### config.mk
export PLATFORM = sky130hd
export DESIGN_NAME = biq_cfg_regs
export DESIGN_NICKNAME = d
export VERILOG_FILES = /design/src/biq_pkg.sv /design/src/biq_cfg_regs.sv
export SDC_FILE = /design/constraint.sdc
export NUM_CORES = 1
export LEC_CHECK = 0
export BUFFER_PORTS_ARGS = -buffer_cell sky130_fd_sc_hd__buf_2
export CAP_MARGIN = 25
export CORE_MARGIN = 1
export CORE_UTILIZATION = 35
export DETAILED_ROUTE_END_ITERATION = 8
export GPL_ROUTABILITY_DRIVEN = 0
export HOLD_SLACK_MARGIN = 0.12
export SLEW_MARGIN = 0
export SYNTH_ARGS = -nofsm -noshare
export SYNTH_HDL_FRONTEND = slang
export SYNTH_SLANG_ARGS = --single-unit
### constraint.sdc
create_clock -name clk -period 2.9 [get_ports clk]
set_clock_uncertainty 0.05 [all_clocks]
set_input_delay 0.435 -clock clk [delete_from_list [all_inputs] [get_ports clk]]
set_output_delay 0.435 -clock clk [all_outputs]
set_load 0.005 [all_outputs]
### src/biq_pkg.sv
// Shared constants for the biquad low-pass filter: register indexes,
// mode codes, coefficient slots and default widths. No dependencies.
`timescale 1ns / 1ps

package biq_pkg;

  localparam int SAMPLE_WIDTH_DEF = 16;
  localparam int COEF_WIDTH_DEF   = 20;

  localparam int CFG_INDEX_W = 3;
  localparam int MODE_W      = 2;
  localparam int NUM_COEF    = 5;

  // Register indexes on the configuration port
  localparam logic [CFG_INDEX_W-1:0] REG_FILTER_MODE    = 3'd0;
  localparam logic [CFG_INDEX_W-1:0] REG_COEF_FEED_ZERO = 3'd1;
  localparam logic [CFG_INDEX_W-1:0] REG_COEF_FEED_ONE  = 3'd2;
  localparam logic [CFG_INDEX_W-1:0] REG_COEF_FEED_TWO  = 3'd3;
  localparam logic [CFG_INDEX_W-1:0] REG_COEF_BACK_ONE  = 3'd4;
  localparam logic [CFG_INDEX_W-1:0] REG_COEF_BACK_TWO  = 3'd5;

  // Mode codes; any other code mutes
  localparam logic [MODE_W-1:0] MODE_FILTER = 2'd0;
  localparam logic [MODE_W-1:0] MODE_BYPASS = 2'd1;
  localparam logic [MODE_W-1:0] MODE_MUTE   = 2'd2;

  // Slots in the packed coefficient vector
  localparam int COEF_FEED_ZERO = 0;
  localparam int COEF_FEED_ONE  = 1;
  localparam int COEF_FEED_TWO  = 2;
  localparam int COEF_BACK_ONE  = 3;
  localparam int COEF_BACK_TWO  = 4;

endpackage

### src/biq_cfg_regs.sv
// Configuration register file for the biquad: filter mode and five Q2 coefficients.
// Depends on biq_pkg for register indexes, mode codes and coefficient slots.
`timescale 1ns / 1ps

module biq_cfg_regs
  import biq_pkg::*;
#(
  parameter int COEF_WIDTH = COEF_WIDTH_DEF
) (
  input  logic                               clk,
  input  logic                               rst_n,
  input  logic                               wr_en,
  input  logic [CFG_INDEX_W-1:0]             wr_index,
  input  logic [COEF_WIDTH-1:0]              wr_data,
  output logic [MODE_W-1:0]                  mode,
  output logic [NUM_COEF-1:0][COEF_WIDTH-1:0] coef
);

  logic [MODE_W-1:0]                   mode_r;
  logic [NUM_COEF-1:0][COEF_WIDTH-1:0] coef_r;

  always_ff @(posedge clk) begin
    if (!rst_n) begin
      mode_r <= MODE_BYPASS;
      coef_r <= '0;
    end else if (wr_en) begin
      case (wr_index)
        REG_FILTER_MODE:    mode_r                 <= wr_data[MODE_W-1:0];
        REG_COEF_FEED_ZERO: coef_r[COEF_FEED_ZERO] <= wr_data;
        REG_COEF_FEED_ONE:  coef_r[COEF_FEED_ONE]  <= wr_data;
        REG_COEF_FEED_TWO:  coef_r[COEF_FEED_TWO]  <= wr_data;
        REG_COEF_BACK_ONE:  coef_r[COEF_BACK_ONE]  <= wr_data;
        REG_COEF_BACK_TWO:  coef_r[COEF_BACK_TWO]  <= wr_data;
        default: ;  // drop writes beyond the register list
      endcase
    end
  end

  assign mode = mode_r;
  assign coef = coef_r;

endmodule

==> impl_metrics.tcl <==
set metrics [dict create \
    cts_hold_buffers 0 \
    die_h_um 105 \
    vias 2863 \
    grt_pass1_wl_um 14700 \
    area_growth_pct 25.6 \
    yosysMostFrequentCell "nand2_1" \
    power_density_mw_per_mm2 538 \
    fp.dieW_um 105 \
    clkTransAtPathRegs_ns 0.10 \
    numCtsBuffers 9 \
    hp-start "wr_data[0]" \
    ys_top_cells_by_area "dfxtp_1 (55%), mux2i_1 (27%), nand2_1 (12%)" \
    finalMaxSlewViolations 0 \
    tightest_slew_ns 0.436 \
    wl_per_cell_um 15.1 \
    avgSynthCellArea_um2 10.5 \
    slew_headroom_pct 70.8 \
    pre_cts_ws_ns 1.32 \
    root_buffer "clkbuf_8" \
    r2r-start "coef[80]" \
    post_cts_resized 0 \
    ys_types 11 \
    cp.buffers_inverters 1 \
    outcome "completed" \
    whs_endpoint "mode[0]" \
    final_hold_viol_count 0 \
    rsz0062_at_grt "no" \
    startpoint_type "flop" \
    peakVddDrop_mv 0.199 \
    drv_cap 0 \
    yosysTopAreaCellShare_pct 54.7 \
    period_needed_ns 1.34 \
    critPathMaxStageDelay_ns 0.37 \
    yosys_most_used_dff "dfxtp_1" \
    final_nets 506 \
    rows 37 \
    cp_max_fo 2 \
    die_area_mm2 0.0111 \
    synth_edf_count 0 \
    fin_ws_ns 1.56 \
    synth_top_area_cell "dfxtp_1" \
    ys_async_sr_fraction_pct 0 \
    syn-num-nets 383 \
    start_util_pct 36.2 \
    min_path_type "input port to flop" \
    clock_sinks 102 \
    p_leak_nw 2.45 \
    crit_chain "buf_2" \
    grt_pass1_vias 2777 \
    gr-total-overflow 0 \
    antenna_found_initial 0 \
    cts_buffer_depth 2 \
    ys_seq_elements 102 \
    htreeDepth 3 \
    drive_gt1_share_pct 31.8 \
    ant_nets 0 \
    slowest_stage "dfxtp_1" \
    holdPathStages 3 \
    required_ns 2.41 \
    cp.arrival_ns 0.86 \
    vias_per_cell 4.61 \
    grtUsageTotal_pct 16.9 \
    drt_iter0_markers 93 \
    io_buffers 127 \
    synth_area_mm2 0.00373 \
    critPathTopFamily "flip-flops" \
    instances_no_fill 621 \
    diodes 0 \
    hpwlAfterDp_um 6710 \
    cts_tree "yes" \
    setup_viol 0 \
    syn_inst 357 \
    end_kind "primary output" \
    firstDrtPassIters 4 \
    core-area_mm2 0.0103 \
    worst-r2r-setup-slack_ns 2.22 \
    reg2reg_to "coef[80]" \
    drc 0 \
    boundaryPins 128 \
    dpl.cell_count 605 \
    max_freq_mhz 746 \
    synthTopCellsByCount "nand2_1 (121), dfxtp_1 (102), mux2i_1 (102)" \
    period_share_pct 46.2 \
    cts_setup_buffers 0 \
    ff_latch_area_mm2 0.00204 \
    critPathKind "flop to primary output" \
    multi_input_area_mm2 0.00156 \
    clk_latency_ns 0.36 \
    yosysWarnings 0 \
    finalSetupTns_ns 0 \
    yosysSeqAreaShare_pct 54.7 \
    r2r.worst_path.cells 2 \
    routed_wl_um 9360 \
    fillCellCount 1025 \
    grt_start_max_net_pins 44 \
]
-- final cells by class --
type | instances | area share, %
multi-input cells | 231 | 33.3
flip-flops and latches | 102 | 43.5
clock buffers | 11 | 3.23
repair buffers | 136 | 15.3
clock inverters | 5 | 1.04
well taps | 136 | 3.63
-- metal layers --
layer	track usage (%)	vias to the layer above	routed length, um
met1	21.6	1321	4170
met4	4.83	0	91
met5	0	-	0
met2	27.5	111	4330
met3	5.32	10	771
li1	-	1421	-
-- tightest hold or removal path: cells and delay by family --
kind	cells	cell delay, ns
multiplexers	1	0.12
buffers and inverters	1	0.09
AND/OR/NAND/NOR	1	0.04
-- where the power goes --
part           internal [mW]  switching [mW]  leakage (nW)
Clock                  0.380           0.519         0.104
Sequential              1.43          0.0159         0.825
Combinational         0.0746           0.105          1.52
-- kinds of logic (layout without fill, tap and decap cells) --
family	after synthesis	in the layout	share of synthesized area, %
and+or+nand+nor	129	129	14.3
muxes	102	102	27.3
DFF	102	102	54.7
buffers and inverters	24	152	3.65
-- flip-flops by register name, summed over array words and instances (netlist names) --
name	cells
coef	100
mode	2
-- layout by cell type (no fill, tap or decap) --
master,instances
and4bb_1,2
buf_12,1
buf_2,126
buf_4,9
clkbuf_8,11
clkinv_4,1
dfxtp_1,102
inv_6,2
inv_8,2
mux2i_1,102
nand2_1,121
nand4b_1,2
nand4bb_2,1
nor2b_1,2
nor4b_2,1
-- per-stage QoR --
step | hold slack [ns] | util, % | total power [mW] | instance area (um2)
6_report | 0.324 | 45.4 | 2.53 | 4690
5_1_grt | 0.348 | 45.4 | 2.64 | 4690
4_1_cts | 0.317 | 45.4 | 2.55 | 4690
3_5_place_dp | 0.393 | 43.5 | 1.66 | 4490
3_3_place_gp | 0.390 | 43.5 | 1.66 | 4490
2_1_floorplan | 0.401 | - | 1.58 | 3730
-- worst max-delay path by stage --
stage,cells past startpoint,startpoint,endpoint
2_1_floorplan,5,rst_n,coef[0]
3_3_place_gp,5,rst_n,coef[69]
3_5_place_dp,5,rst_n,coef[69]
4_1_cts,1,coef[38],coef[38]
5_1_grt,1,coef[67],coef[67]
6_report,1,coef[62],coef[62]
Power figures use the tool's default switching activity.
